===== config.mk =====
export PLATFORM = sky130hd
export DESIGN_NAME = principal_name_parser
export DESIGN_NICKNAME = d
export VERILOG_FILES = /design/src/rtl/core/pnp_pkg.sv /design/src/rtl/core/pnp_step.sv /design/src/rtl/core/pnp_outbuf.sv /design/src/rtl/core/principal_name_parser.sv
export SDC_FILE = /design/constraint.sdc
export NUM_CORES = 1
export LEC_CHECK = 0
export BUFFER_PORTS_ARGS = -buffer_cell sky130_fd_sc_hd__clkbuf_2
export CAP_MARGIN = 20
export CORE_ASPECT_RATIO = 0.7
export CORE_MARGIN = 3
export CORE_UTILIZATION = 47
export DETAILED_ROUTE_END_ITERATION = 16
export PLACE_DENSITY = 0.68
export SYNTH_ARGS = -nofsm -noshare
export SYNTH_HDL_FRONTEND = slang
export SYNTH_HIERARCHICAL = 1
export SYNTH_SLANG_ARGS = --single-unit
export TNS_END_PERCENT = 50

===== constraint.sdc =====
create_clock -name clk -period 2.8 [get_ports clk]
set_input_delay 0.28 -clock clk [delete_from_list [all_inputs] [get_ports clk]]
set_output_delay 0.28 -clock clk [all_outputs]
set_load 0.1 [all_outputs]

===== src/rtl/core/pnp_pkg.sv =====
// Package for the principal name parser.
// Holds character codes, the field-count default, the result and state types and the escape and realm-check functions.
// No dependencies.
package pnp_pkg;

    localparam int MAX_FIELDS_DEF = 16;

    localparam int CHAR_W  = 8;
    localparam int INDEX_W = 4;
    localparam int TDATA_W = 16;
    localparam int TUSER_W = 2;

    localparam logic [CHAR_W-1:0] CH_SLASH  = 8'h2F;
    localparam logic [CHAR_W-1:0] CH_AT     = 8'h40;
    localparam logic [CHAR_W-1:0] CH_COLON  = 8'h3A;
    localparam logic [CHAR_W-1:0] CH_BSLASH = 8'h5C;
    localparam logic [CHAR_W-1:0] CH_N      = 8'h6E;
    localparam logic [CHAR_W-1:0] CH_T      = 8'h74;
    localparam logic [CHAR_W-1:0] CH_B      = 8'h62;
    localparam logic [CHAR_W-1:0] CH_ZERO   = 8'h30;
    localparam logic [CHAR_W-1:0] CH_NUL    = 8'h00;
    localparam logic [CHAR_W-1:0] CH_LF     = 8'h0A;
    localparam logic [CHAR_W-1:0] CH_TAB    = 8'h09;
    localparam logic [CHAR_W-1:0] CH_BS     = 8'h08;

    typedef struct packed {
        logic [CHAR_W-1:0]  byte_out;
        logic               byte_valid;
        logic [INDEX_W-1:0] field_index;
        logic               in_realm;
        logic               field_end;
        logic               malformed;
        logic               name_done;
    } pnp_result_t;

    typedef struct packed {
        logic               escape_pending;
        logic               realm_seen;
        logic               error_seen;
        logic [INDEX_W-1:0] field_counter;
    } pnp_state_t;

    function automatic logic [CHAR_W-1:0] decode_escaped(input logic [CHAR_W-1:0] c);
        logic [CHAR_W-1:0] d;
        case (c)
            CH_N:    d = CH_LF;
            CH_T:    d = CH_TAB;
            CH_B:    d = CH_BS;
            CH_ZERO: d = CH_NUL;
            default: d = c;
        endcase
        return d;
    endfunction

    function automatic logic realm_forbidden(input logic [CHAR_W-1:0] c);
        return (c == CH_COLON) || (c == CH_SLASH) || (c == CH_NUL);
    endfunction

endpackage


===== src/rtl/core/pnp_step.sv =====
// Per-character parse step: parser state registers and the result logic.
// Depends on pnp_pkg.
module pnp_step #(
    parameter int MAX_FIELDS = pnp_pkg::MAX_FIELDS_DEF
) (
    input  logic                         clk,
    input  logic                         rst_n,
    input  logic                         beat_in,
    input  logic [pnp_pkg::CHAR_W-1:0]   char_in,
    input  logic                         last_char,
    output pnp_pkg::pnp_result_t         result
);

    localparam logic [pnp_pkg::INDEX_W-1:0] FIELD_TOP =
        pnp_pkg::INDEX_W'((MAX_FIELDS - 1 < 15) ? (MAX_FIELDS - 1) : 15);

    pnp_pkg::pnp_state_t state_reg;
    pnp_pkg::pnp_state_t state_next;

    logic [pnp_pkg::CHAR_W-1:0] dec;
    logic                       bad;
    logic                       valid;
    logic                       fend;

    always_comb
    begin
        state_next = state_reg;
        bad        = 1'b0;
        valid      = 1'b0;
        fend       = 1'b0;
        dec        = pnp_pkg::decode_escaped(char_in);

        if (state_reg.escape_pending)
        begin
            state_next.escape_pending = 1'b0;
            if (state_reg.realm_seen && pnp_pkg::realm_forbidden(dec))
                bad = 1'b1;
            else
                valid = 1'b1;
        end
        else if (char_in == pnp_pkg::CH_BSLASH)
        begin
            if (last_char)
                bad = 1'b1;
            else
                state_next.escape_pending = 1'b1;
        end
        else if (char_in == pnp_pkg::CH_SLASH || char_in == pnp_pkg::CH_AT)
        begin
            if (state_reg.realm_seen)
                bad = 1'b1;
            else
            begin
                fend = 1'b1;
                if (state_reg.field_counter < FIELD_TOP)
                    state_next.field_counter = state_reg.field_counter + 1'b1;
                if (char_in == pnp_pkg::CH_AT)
                    state_next.realm_seen = 1'b1;
            end
        end
        else
        begin
            dec = char_in;
            if (state_reg.realm_seen &&
                (char_in == pnp_pkg::CH_COLON || char_in == pnp_pkg::CH_NUL))
                bad = 1'b1;
            else
                valid = 1'b1;
        end

        if (bad)
            state_next.error_seen = 1'b1;

        result.byte_out    = valid ? dec : pnp_pkg::CH_NUL;
        result.byte_valid  = valid;
        result.field_index = state_reg.field_counter;
        result.in_realm    = state_reg.realm_seen;
        result.field_end   = fend || last_char;
        result.malformed   = state_next.error_seen;
        result.name_done   = last_char;

        // end of name: back to the start state
        if (last_char)
            state_next = '0;
    end

    always_ff @(posedge clk or negedge rst_n)
    begin
        if (!rst_n)
            state_reg <= '0;
        else if (beat_in)
            state_reg <= state_next;
    end

endmodule


===== src/rtl/core/pnp_outbuf.sv =====
// Two-entry result register with skid stage for the output stream.
// Depends on pnp_pkg.
module pnp_outbuf (
    input  logic                 clk,
    input  logic                 rst_n,
    input  logic                 push,
    input  pnp_pkg::pnp_result_t push_data,
    output logic                 ready,
    output logic                 out_valid,
    input  logic                 out_ready,
    output pnp_pkg::pnp_result_t out_data
);

    logic                 main_valid_reg;
    logic                 skid_valid_reg;
    pnp_pkg::pnp_result_t main_data_reg;
    pnp_pkg::pnp_result_t skid_data_reg;
    logic                 pop;

    assign ready     = !skid_valid_reg;
    assign out_valid = main_valid_reg;
    assign out_data  = main_data_reg;
    assign pop       = main_valid_reg && out_ready;

    always_ff @(posedge clk or negedge rst_n)
    begin
        if (!rst_n)
        begin
            main_valid_reg <= 1'b0;
            skid_valid_reg <= 1'b0;
        end
        else if (skid_valid_reg)
        begin
            if (pop)
            begin
                skid_valid_reg <= 1'b0;
            end
        end
        else if (push)
        begin
            if (!main_valid_reg || pop)
                main_valid_reg <= 1'b1;
            else
                skid_valid_reg <= 1'b1;
        end
        else if (pop)
        begin
            main_valid_reg <= 1'b0;
        end
    end

    always_ff @(posedge clk)
    begin
        if (skid_valid_reg)
        begin
            if (pop)
                main_data_reg <= skid_data_reg;
        end
        else if (push)
        begin
            if (!main_valid_reg || pop)
                main_data_reg <= push_data;
            else
                skid_data_reg <= push_data;
        end
    end

endmodule


===== src/rtl/core/principal_name_parser.sv =====
// Top level of the principal name parser: stream ports, parse step and output buffer.
// Depends on pnp_pkg, pnp_step and pnp_outbuf.
//
// One character of a principal name enters per beat, tlast on the final character,
// and one result beat leaves for each. The parse step is combinational and each
// result is registered in the output buffer. Throughput is one character per cycle
// while m_tready is high; the two-entry output buffer keeps input open for one more
// beat while a result waits on m_tready, then s_tready drops until the skid drains.
// The field index saturates at min(MAX_FIELDS-1, 15); parse state returns to its
// start after each tlast beat.
module principal_name_parser #(
    parameter int MAX_FIELDS = pnp_pkg::MAX_FIELDS_DEF
) (
    input  logic                         clk,
    input  logic                         rst_n,
    input  logic                         s_tvalid,
    output logic                         s_tready,
    input  logic [pnp_pkg::CHAR_W-1:0]   s_tdata,  // [7:0] char_in
    input  logic                         s_tlast,  // last_char
    output logic                         m_tvalid,
    input  logic                         m_tready,
    // [7:0] byte_out, [11:8] field_index, [12] field_end, [13] malformed, [15:14] zero
    output logic [pnp_pkg::TDATA_W-1:0]  m_tdata,
    output logic [pnp_pkg::TUSER_W-1:0]  m_tuser,  // [0] byte_valid, [1] in_realm
    output logic                         m_tlast   // name_done
);

    logic                 beat_in;
    pnp_pkg::pnp_result_t step_result;
    pnp_pkg::pnp_result_t out_result;

    assign beat_in = s_tvalid && s_tready;

    pnp_step #(
        .MAX_FIELDS(MAX_FIELDS)
    ) u_step (
        .clk       (clk),
        .rst_n     (rst_n),
        .beat_in   (beat_in),
        .char_in   (s_tdata),
        .last_char (s_tlast),
        .result    (step_result)
    );

    pnp_outbuf u_outbuf (
        .clk       (clk),
        .rst_n     (rst_n),
        .push      (beat_in),
        .push_data (step_result),
        .ready     (s_tready),
        .out_valid (m_tvalid),
        .out_ready (m_tready),
        .out_data  (out_result)
    );

    assign m_tdata = {2'b00, out_result.malformed, out_result.field_end,
                      out_result.field_index, out_result.byte_out};
    assign m_tuser = {out_result.in_realm, out_result.byte_valid};
    assign m_tlast = out_result.name_done;

endmodule


==> impl_metrics.env, run 1 <==
export IMPL_outcome="finished, final reports clean"
export IMPL_ant_nets=0
export IMPL_hold_viol=0
export IMPL_arrival_ps=2450
export IMPL_clock_skew_ps=5.05
export IMPL_cts_buffer_depth=2
export IMPL_pre_cts_ws_ps=230
export IMPL_dp_hpwl_um=3020
export IMPL_wire_per_inst_um=17.0
export IMPL_hold_class="in2reg"
export IMPL_io_buffers=31
export IMPL_fmax_ghz=0.415
export IMPL_syn_to_final_growth_pct=9.34
export IMPL_min_delay_start="s_tdata[7]"
export IMPL_ys_types=54
export IMPL_antennaDiodeCount=0
export IMPL_grt_pass1_vias=1427
export IMPL_path_class="reg2reg"
export IMPL_clock_latency_ps=290
export IMPL_nNetsFinal=207
export IMPL_die_w_um=87.7
export IMPL_power_leakage_nw=0.867
export IMPL_rows=20
export IMPL_start_util_pct=49.6
export IMPL_p_per_area_nw_per_um2=1140
export IMPL_setup_slack_ps=392
export IMPL_track_usage_pct=16.5
export IMPL_num_vias=1494
export IMPL_tightest_slew_ps=785
export IMPL_ir_drop_mv=0.418
export IMPL_rsz0062_at_grt="false"
export IMPL_cp_startpoint="u_step/result[3]$_DFFE_PN0P_"
export IMPL_coreArea_sq_um=4430
export IMPL_drcViolationCount=0
export IMPL_crit_path_end_kind="flop"
export IMPL_synth_edf_count=34
export IMPL_grt_antenna_before_repair=0
export IMPL_numCtsBuffers=5
export IMPL_finalMaxSlewViolations=0
export IMPL_post_cts_setup_buffers=0
export IMPL_ioPinCount=34
export IMPL_max_cap_violations=0
export IMPL_dieHeight_um=63.2
export IMPL_synthFlopType="edfxtp_1"
export IMPL_tns_ps=0
export IMPL_grt_pass1_wl_um=7110
export IMPL_finalSetupViolCount=0
export IMPL_period_share_pct=86.0
export IMPL_fin_cells=249
export IMPL_grt_ovfl_total=0
export IMPL_ys_warn_count=6
export IMPL_r2r_start="u_step/result[3]$_DFFE_PN0P_"
export IMPL_htree_levels=2
export IMPL_clockRootBuffer="clkbuf_8"
export IMPL_crit_fanout=8
export IMPL_fin_crit_ps=2410
export IMPL_cts_tree="done"
export IMPL_syn_area_sq_um=2200
export IMPL_syn_avg_cell_area_sq_um=13.0
export IMPL_place_gp_congestion=1.02
export IMPL_die_area_sq_um=5540
export IMPL_ys_async_sr_fraction_pct=20.9
export IMPL_drive_above_1_share_pct=33.5
export IMPL_post_route_util_pct=54.2
export IMPL_vias_per_cell=6.00
export IMPL_yosysSeqAreaShare_pct=56.8
export IMPL_slew_headroom_pct=47.7
export IMPL_required_ps=2840
export IMPL_synth_seq_cells=43
export IMPL_start_kind="flop"
export IMPL_grt_start_max_net_pins=23
export IMPL_clk_pin_slew_ps=80
export IMPL_dr_pass1_iters=8
export IMPL_drtIter0Drc=204
export IMPL_cts_sinks=43
export IMPL_synthCells=169
export IMPL_dp_cells=240
export IMPL_drt_wl_total_um=4240
where the power goes:
part / switching [mW] / total (mW) / internal, mW
sequential: 0.0768 / 0.996 / 0.919
clock: 0.201 / 0.375 / 0.174
combinational: 1.12 / 1.37 / 0.251
per-layer routing:
| metal | part of all wire (%) | global-route usage [%] | routed length (um) |
|---|---|---|---|
| met4 | 1.6 | 4.21 | 70 |
| met2 | 50 | 27.3 | 2130 |
| met1 | 42 | 21.7 | 1800 |
| met5 | 0 | 0 | 0 |
| met3 | 5.8 | 4.05 | 245 |
path summary, 6_finish.rpt:
kind | slack [ps] | end | cells after the start
max | 390 | u_outbuf/out_data[10]$_DFFE_PP_ | 6
min | 270 | u_outbuf/skid_data_reg[16]$_DFFE_PP_ | 1
max reg2reg | 390 | u_outbuf/out_data[10]$_DFFE_PP_ | 6
min reg2reg | 530 | u_outbuf/skid_data_reg[5]$_DFFE_PP_ | 0
max in group asynchronous | 2220 | u_step/result[3]$_DFFE_PN0P_ | 2
min in group asynchronous | 380 | u_step/result[5]$_DFFE_PN0P_ | 2
per-stage QoR:
stage                     hold WS, ps  cell area, sq um  total power, mW
final                             266              2400             2.74
after detailed placement          153              2310             2.39
after floorplan                 -15.6              2200             2.23
after global placement            146              2310             2.36
after CTS                         262              2400             2.77
after global routing              273              2400             2.86
kinds of logic (layout without fill, tap and decap cells):
| family | Yosys count | after routing | share of synthesized area, % |
|---|---|---|---|
| multiplexers | 19 | 19 | 9.63 |
| XOR/XNOR | 3 | 3 | 1.20 |
| AND/OR/NAND/NOR | 50 | 50 | 14.8 |
| buffers and inverters | 21 | 45 | 6.38 |
| flip-flops | 43 | 43 | 56.8 |
| AO/OA/AOI/OAI | 31 | 31 | 10.5 |
| adder cells (fa/ha/maj) | 1 | 1 | 0.570 |
| other | 1 | 2 | 0.171 |
worst max-delay path: stages, from the launching register on:
cell and delay (ps):
dfrtp_1 490, inv_1 100, or4b_1 550, a32oi_1 280
a21oi_1 150, a2bb2o_1 320, mux2_2 270
Yosys cell counts (2+ instances only):
master	count	area share, %
buf_2	4	0.91
a211oi_1	2	0.68
buf_6	3	1.5
nor3_1	3	0.68
inv_1	3	0.51
or4_1	2	0.68
mux2i_1	2	0.91
dfrtp_1	9	10
a21oi_1	6	1.4
mux2_2	17	8.7
a32oi_1	2	0.80
xnor2_1	2	0.80
o21ai_0	5	1.1
nand3_1	4	0.91
nand4b_1	2	0.80
nor4_1	2	0.57
nor2_1	6	1.0
and2_1	8	2.3
nand2_1	3	0.51
or3_1	3	0.85
buf_4	9	3.1
a311oi_1	2	0.80
nand2b_1	5	1.4
edfxtp_1	34	46
o21a_1	2	0.68
area by class of cell:
class	instances	area, sq um
timing repair buffer	33	173
sequential	43	1250
clock buffer	6	72.6
multi-input combinational	106	813
fill	366	2030
tap	55	68.8
clock inverter	2	12.5
inverter	4	15.0
layout by cell type (no fill, tap or decap), types with 4 or more instances in the layout:
cell type   n
edfxtp_1   34
clkbuf_2   31
mux2_2     17
dfrtp_1     9
and2_1      8
nor2_1      6
a21oi_1     6
clkbuf_8    5
nand2b_1    5
o21ai_0     5
nand3_1     4
timing repair:
item	4_1_cts	5_1_grt
hold buffers	1	0
hold endpoints to repair	9	0
endpoints found under the setup margin	0	0
gates resized for setup	0	0
Note: power is estimated with default switching activity, not from simulation.
==> run 2, diff against run 1 <==
clock period = 2.9 ns   (was 2.8 ns; I/O delays follow)
==> impl_metrics.env, run 2 (synthesis results as in run 1) <==
export IMPL_clockRootBuffer="clkbuf_8"
export IMPL_cts_buffer_depth=2
export IMPL_fin_crit_ps=2490
export IMPL_io_buffers=31
export IMPL_arrival_ps=2540
export IMPL_power_leakage_nw=0.867
export IMPL_power_frac_seq_pct=36.2
export IMPL_finalSetupViolCount=0
export IMPL_drcViolationCount=0
export IMPL_post_cts_setup_buffers=0
export IMPL_place_gp_congestion=1.02
export IMPL_grt_pass1_vias=1479
export IMPL_antennaDiodeCount=0
export IMPL_ioPinCount=34
export IMPL_fillers=372
export IMPL_cts_sinks=43
export IMPL_hold_depth=1
export IMPL_numCtsBuffers=5
export IMPL_grt_pass1_wl_um=7450
export IMPL_num_vias=1508
export IMPL_p_per_area_nw_per_um2=1110
export IMPL_power_internal_mw=1.30
export IMPL_tns_ps=0
export IMPL_hold_class="in2reg"
export IMPL_cpLargestDelayFamily="compound AO/OA/AOI/OAI gates"
export IMPL_final_cell_mix="34 x edfxtp_1, 31 x clkbuf_2, 17 x mux2_2"
export IMPL_final_common_cell="edfxtp_1"
export IMPL_p_switching_mw=1.36
export IMPL_ir_drop_mv=0.405
export IMPL_syn_to_final_growth_pct=9.34
export IMPL_outcome="finished, final reports clean"
export IMPL_post_route_util_pct=54.2
export IMPL_dr_pass1_iters=5
export IMPL_whs_endpoint="u_outbuf/skid_data_reg[16]$_DFFE_PP_"
export IMPL_dieHeight_um=63.2
export IMPL_r2r_start="u_step/result[3]$_DFFE_PN0P_"
export IMPL_dp_hpwl_um=3040
export IMPL_multi_input_comb_area_sq_um=813
export IMPL_cp_cell_sequence="inv_1, or4b_1, a32oi_1, a21oi_1, a2bb2o_1, mux2_2"
export IMPL_crit_slowest_cell="or4b_1"
export IMPL_rows=20
export IMPL_start_kind="flop"
export IMPL_drtIter0Drc=298
export IMPL_final_area_sq_um=2400
export IMPL_finalMaxSlewViolations=0
export IMPL_nNetsFinal=207
export IMPL_clock_skew_ps=3.79
export IMPL_placed_area_sq_um=2310
export IMPL_min_delay_start="s_tdata[7]"
export IMPL_worstReg2RegEnd="u_outbuf/out_data[10]$_DFFE_PP_"
export IMPL_period_share_pct=86.0
export IMPL_setup_slack_ps=407
export IMPL_required_ps=2950
export IMPL_path_class="reg2reg"
export IMPL_clockPowerShare_pct=13.7
export IMPL_r2r_cells=6
export IMPL_coreArea_sq_um=4430
export IMPL_r2r_slack_ps=410
export IMPL_path_buf_inv=1
export IMPL_die_area_sq_um=5540
export IMPL_wire_per_inst_um=17.7
export IMPL_clk_pin_slew_ps=80
export IMPL_start_util_pct=49.6
export IMPL_slowest_delay_ps=580
export IMPL_regArea_sq_um=1250
export IMPL_slew_headroom_pct=46.9
export IMPL_pre_cts_ws_ps=329
export IMPL_grt_ovfl_total=0
export IMPL_tightest_slew_ps=797
export IMPL_crit_path_end_kind="flop"
export IMPL_grt_antenna_before_repair=0
export IMPL_switching_share_pct=51.1
export IMPL_vias_per_cell=6.06
export IMPL_die_w_um=87.7
export IMPL_drive_above_1_share_pct=33.5
export IMPL_cts_tree="done"
export IMPL_rsz0062_at_grt="false"
export IMPL_max_cap_violations=0
export IMPL_combPwrFrac_pct=50.1
export IMPL_drt_wl_total_um=4400
export IMPL_clock_latency_ps=290
export IMPL_hold_viol=0
export IMPL_crit_fanout=8
export IMPL_grt_start_max_net_pins=23
export IMPL_htree_levels=2
export IMPL_fmax_ghz=0.401
export IMPL_ant_nets=0
export IMPL_track_usage_pct=17.4
==> run 2: cell counts in the layout (fill, tap and decap cells not counted) <==
No cell type changed its count.
==> run 2: cell type report <==
cell class              count  share of cell area [%]
clock inverters             2                   0.521
well taps                  55                    2.87
flip-flops and latches     43                    51.9
inverters                   4                   0.625
repair buffers             33                    7.19
clock buffers               6                    3.02
multi-input cells         106                    33.9
==> run 2: worst max-delay path by stage <==
stage	cells after the start	end	startpoint
after floorplan	8	u_step/result[7]$_DFFE_PN0P_	u_outbuf/skid_valid_reg$_DFF_PN0_
after global placement	8	u_outbuf/out_data[10]$_DFFE_PP_	s_tdata[4]
after detailed placement	8	u_outbuf/out_data[10]$_DFFE_PP_	s_tdata[7]
after CTS	6	u_outbuf/out_data[10]$_DFFE_PP_	u_step/result[3]$_DFFE_PN0P_
after global routing	6	u_outbuf/out_data[10]$_DFFE_PP_	u_step/result[3]$_DFFE_PN0P_
final	6	u_outbuf/out_data[10]$_DFFE_PP_	u_step/result[3]$_DFFE_PN0P_
==> run 2: metrics by stage <==
| step | hold WS (ps) | total power, mW | instances |
|---|---|---|---|
| 2_1_floorplan | -5.59 | 2.15 | 170 |
| 3_3_place_gp | 156 | 2.28 | 240 |
| 3_5_place_dp | 165 | 2.31 | 240 |
| 4_1_cts | 276 | 2.67 | 249 |
| 5_1_grt | 297 | 2.77 | 249 |
| 6_report | 286 | 2.65 | 249 |
==> run 2: layer usage <==
layer	share of wire (%)	global-route usage (%)	vias to the layer above
met5	0	0	-
met2	49	27.9	74
met1	44	23.0	739
met4	2.3	5.75	0
met3	5.3	4.18	20
li1	-	-	675
==> run 2: power groups by stage <==
stage          clock, mW  combinational [mW]  sequential [mW]
2_1_floorplan          0               0.419             1.73
3_3_place_gp           0                1.31            0.968
3_5_place_dp           0                1.33            0.979
4_1_cts            0.375                1.33            0.966
5_1_grt            0.398                1.39            0.986
6_report           0.363                1.33            0.962
==> run 2: worst register-to-register path, stage by stage (launching register included) <==
cell and delay (ps):
dfrtp_1 490, inv_1 120, or4b_1 580, a32oi_1 320, a21oi_1 160, a2bb2o_1 320, mux2_2 260
==> run 2: what timing repair did <==
action	CTS	global route
hold buffers	1	0
resized for setup	0	0
hold endpoints to repair	9	0
==> run 3, diff against run 2 <==
CORE_UTILIZATION = 51   (was 47)
PLACE_DENSITY = 0.76   (was 0.68)
clock period = 2 ns   (was 2.9 ns; I/O delays follow)
==> impl_metrics.env, run 3 (synthesis results as in run 1) <==
export IMPL_wl_met2_um=2320
export IMPL_antennaDiodeCount=0
export IMPL_multi_input_comb_area_sq_um=893
export IMPL_grt_pass1_wl_um=7970
export IMPL_final_area_sq_um=2740
export IMPL_ir_drop_mv=1.46
export IMPL_fin_crit_ps=2040
export IMPL_clockRootBuffer="clkbuf_8"
export IMPL_r2r_slack_ps=-40
export IMPL_crit_path_end_kind="flop"
export IMPL_max_cap_violations=0
export IMPL_slew_headroom_pct=62.9
export IMPL_drtIter0Drc=99
export IMPL_io_buffers=31
export IMPL_placed_area_sq_um=2600
export IMPL_wire_per_inst_um=17.4
export IMPL_rows=19
export IMPL_numCtsBuffers=5
export IMPL_ant_nets=0
export IMPL_grt_ovfl_total=0
export IMPL_ioPinCount=34
export IMPL_die_w_um=84.4
export IMPL_num_vias=1582
export IMPL_p_per_area_nw_per_um2=1460
export IMPL_cts_buffer_depth=2
export IMPL_die_area_sq_um=5140
export IMPL_grt_pass1_vias=1599
export IMPL_grt_start_max_net_pins=23
export IMPL_hold_viol=0
export IMPL_dp_hpwl_um=3690
export IMPL_arrival_ps=2090
export IMPL_drive_above_1_share_pct=49.3
export IMPL_clock_latency_ps=300
export IMPL_finalSetupViolCount=5
export IMPL_fin_cells=279
export IMPL_path_class="reg2reg"
export IMPL_nNetsFinal=240
export IMPL_dp_cells=268
export IMPL_dieHeight_um=60.9
export IMPL_wl_met1_um=2210
export IMPL_top_layer="met4"
export IMPL_clk_pin_slew_ps=80
export IMPL_cts_tree="done"
export IMPL_crit_fanout=5
export IMPL_hold_class="in2reg"
export IMPL_track_usage_pct=20.8
export IMPL_tightest_slew_ps=559
export IMPL_drt_wl_total_um=4870
export IMPL_final_common_cell="edfxtp_1"
export IMPL_start_util_pct=54.3
export IMPL_vias_per_cell=5.67
export IMPL_tns_ps=-111
export IMPL_final_cell_mix="34 x edfxtp_1, 33 x buf_4, 31 x clkbuf_2"
export IMPL_drcViolationCount=0
export IMPL_violations="negative setup slack"
export IMPL_pre_cts_ws_ps=-254
export IMPL_htree_levels=2
export IMPL_coreArea_sq_um=4040
export IMPL_outcome="complete, but fails checks"
export IMPL_required_ps=2050
export IMPL_wl_met3_um=243
export IMPL_period_share_pct=102
export IMPL_fmax_ghz=0.490
export IMPL_grt_antenna_before_repair=0
export IMPL_finalMaxSlewViolations=0
export IMPL_dr_pass1_iters=6
export IMPL_rsz0062_at_grt="true"
export IMPL_place_gp_congestion=0.881
export IMPL_cts_sinks=43
export IMPL_clock_skew_ps=7.45
export IMPL_fillers=297
export IMPL_power_leakage_nw=1.06
export IMPL_setup_slack_ps=-40.4
export IMPL_syn_to_final_growth_pct=25.0
export IMPL_start_kind="flop"
export IMPL_regArea_sq_um=1250
==> run 3: final cells by class <==
cell class	instances	share of cell area, %
sequential	43	45.5
multi-input combinational	106	32.6
timing repair buffer	66	15.8
clock buffer	6	2.64
tap	52	2.37
inverter	4	0.730
clock inverter	2	0.456
==> run 3: worst max-delay path: stages (launching register included) <==
cell,delay (ps)
dfrtp_1,360
inv_2,40
or4b_4,530
a32oi_4,280
a21oi_4,110
a2bb2o_4,210
mux2_2,250
==> run 3: what timing repair did <==
| action | CTS | global route |
|---|---|---|
| buffers inserted | 0 | 2 |
| resized for setup | 1 | 7 |
| setup endpoints to repair | 7 | 7 |
| hold buffers | 1 | 0 |
| pin swaps | 2 | 1 |
| gates cloned | 0 | 0 |
| endpoints found under the hold margin | 9 | 0 |
==> run 3: worst paths after layout <==
path | cells after the start | to | start
max | 6 | u_outbuf/out_data[10]$_DFFE_PP_ | u_step/result[3]$_DFFE_PN0P_
min | 3 | u_outbuf/out_valid$_DFFE_PN0P_ | m_tready
max reg2reg | 6 | u_outbuf/out_data[10]$_DFFE_PP_ | u_step/result[3]$_DFFE_PN0P_
min reg2reg | 1 | u_outbuf/out_data[3]$_DFFE_PP_ | u_outbuf/skid_data_reg[3]$_DFFE_PP_
max in group asynchronous | 2 | u_outbuf/out_valid$_DFFE_PN0P_ | rst_n
min in group asynchronous | 2 | u_step/result[6]$_DFFE_PN0P_ | rst_n
==> run 3: stage by stage <==
step	power, mW	hold WS, ps	utilization [%]
after floorplan	3.15	-95.6	-
after global placement	3.44	66.2	64.4
after detailed placement	3.49	68.6	64.4
after CTS	4.02	202	66.7
after global routing	4.16	221	67.9
final	4.01	211	67.9
==> run 3: layer usage <==
| metal | up-vias | GRT usage (%) |
|---|---|---|
| met4 | 0 | 9.03 |
| met1 | 788 | 28.1 |
| met3 | 10 | 5.02 |
| met5 | - | 0 |
| li1 | 747 | - |
| met2 | 37 | 32.8 |
==> run 3: report_power, final <==
part | internal (mW) | switching (mW) | total [mW]
Combinational | 0.444 | 1.61 | 2.05
Sequential | 1.29 | 0.132 | 1.42
Clock | 0.244 | 0.291 | 0.535
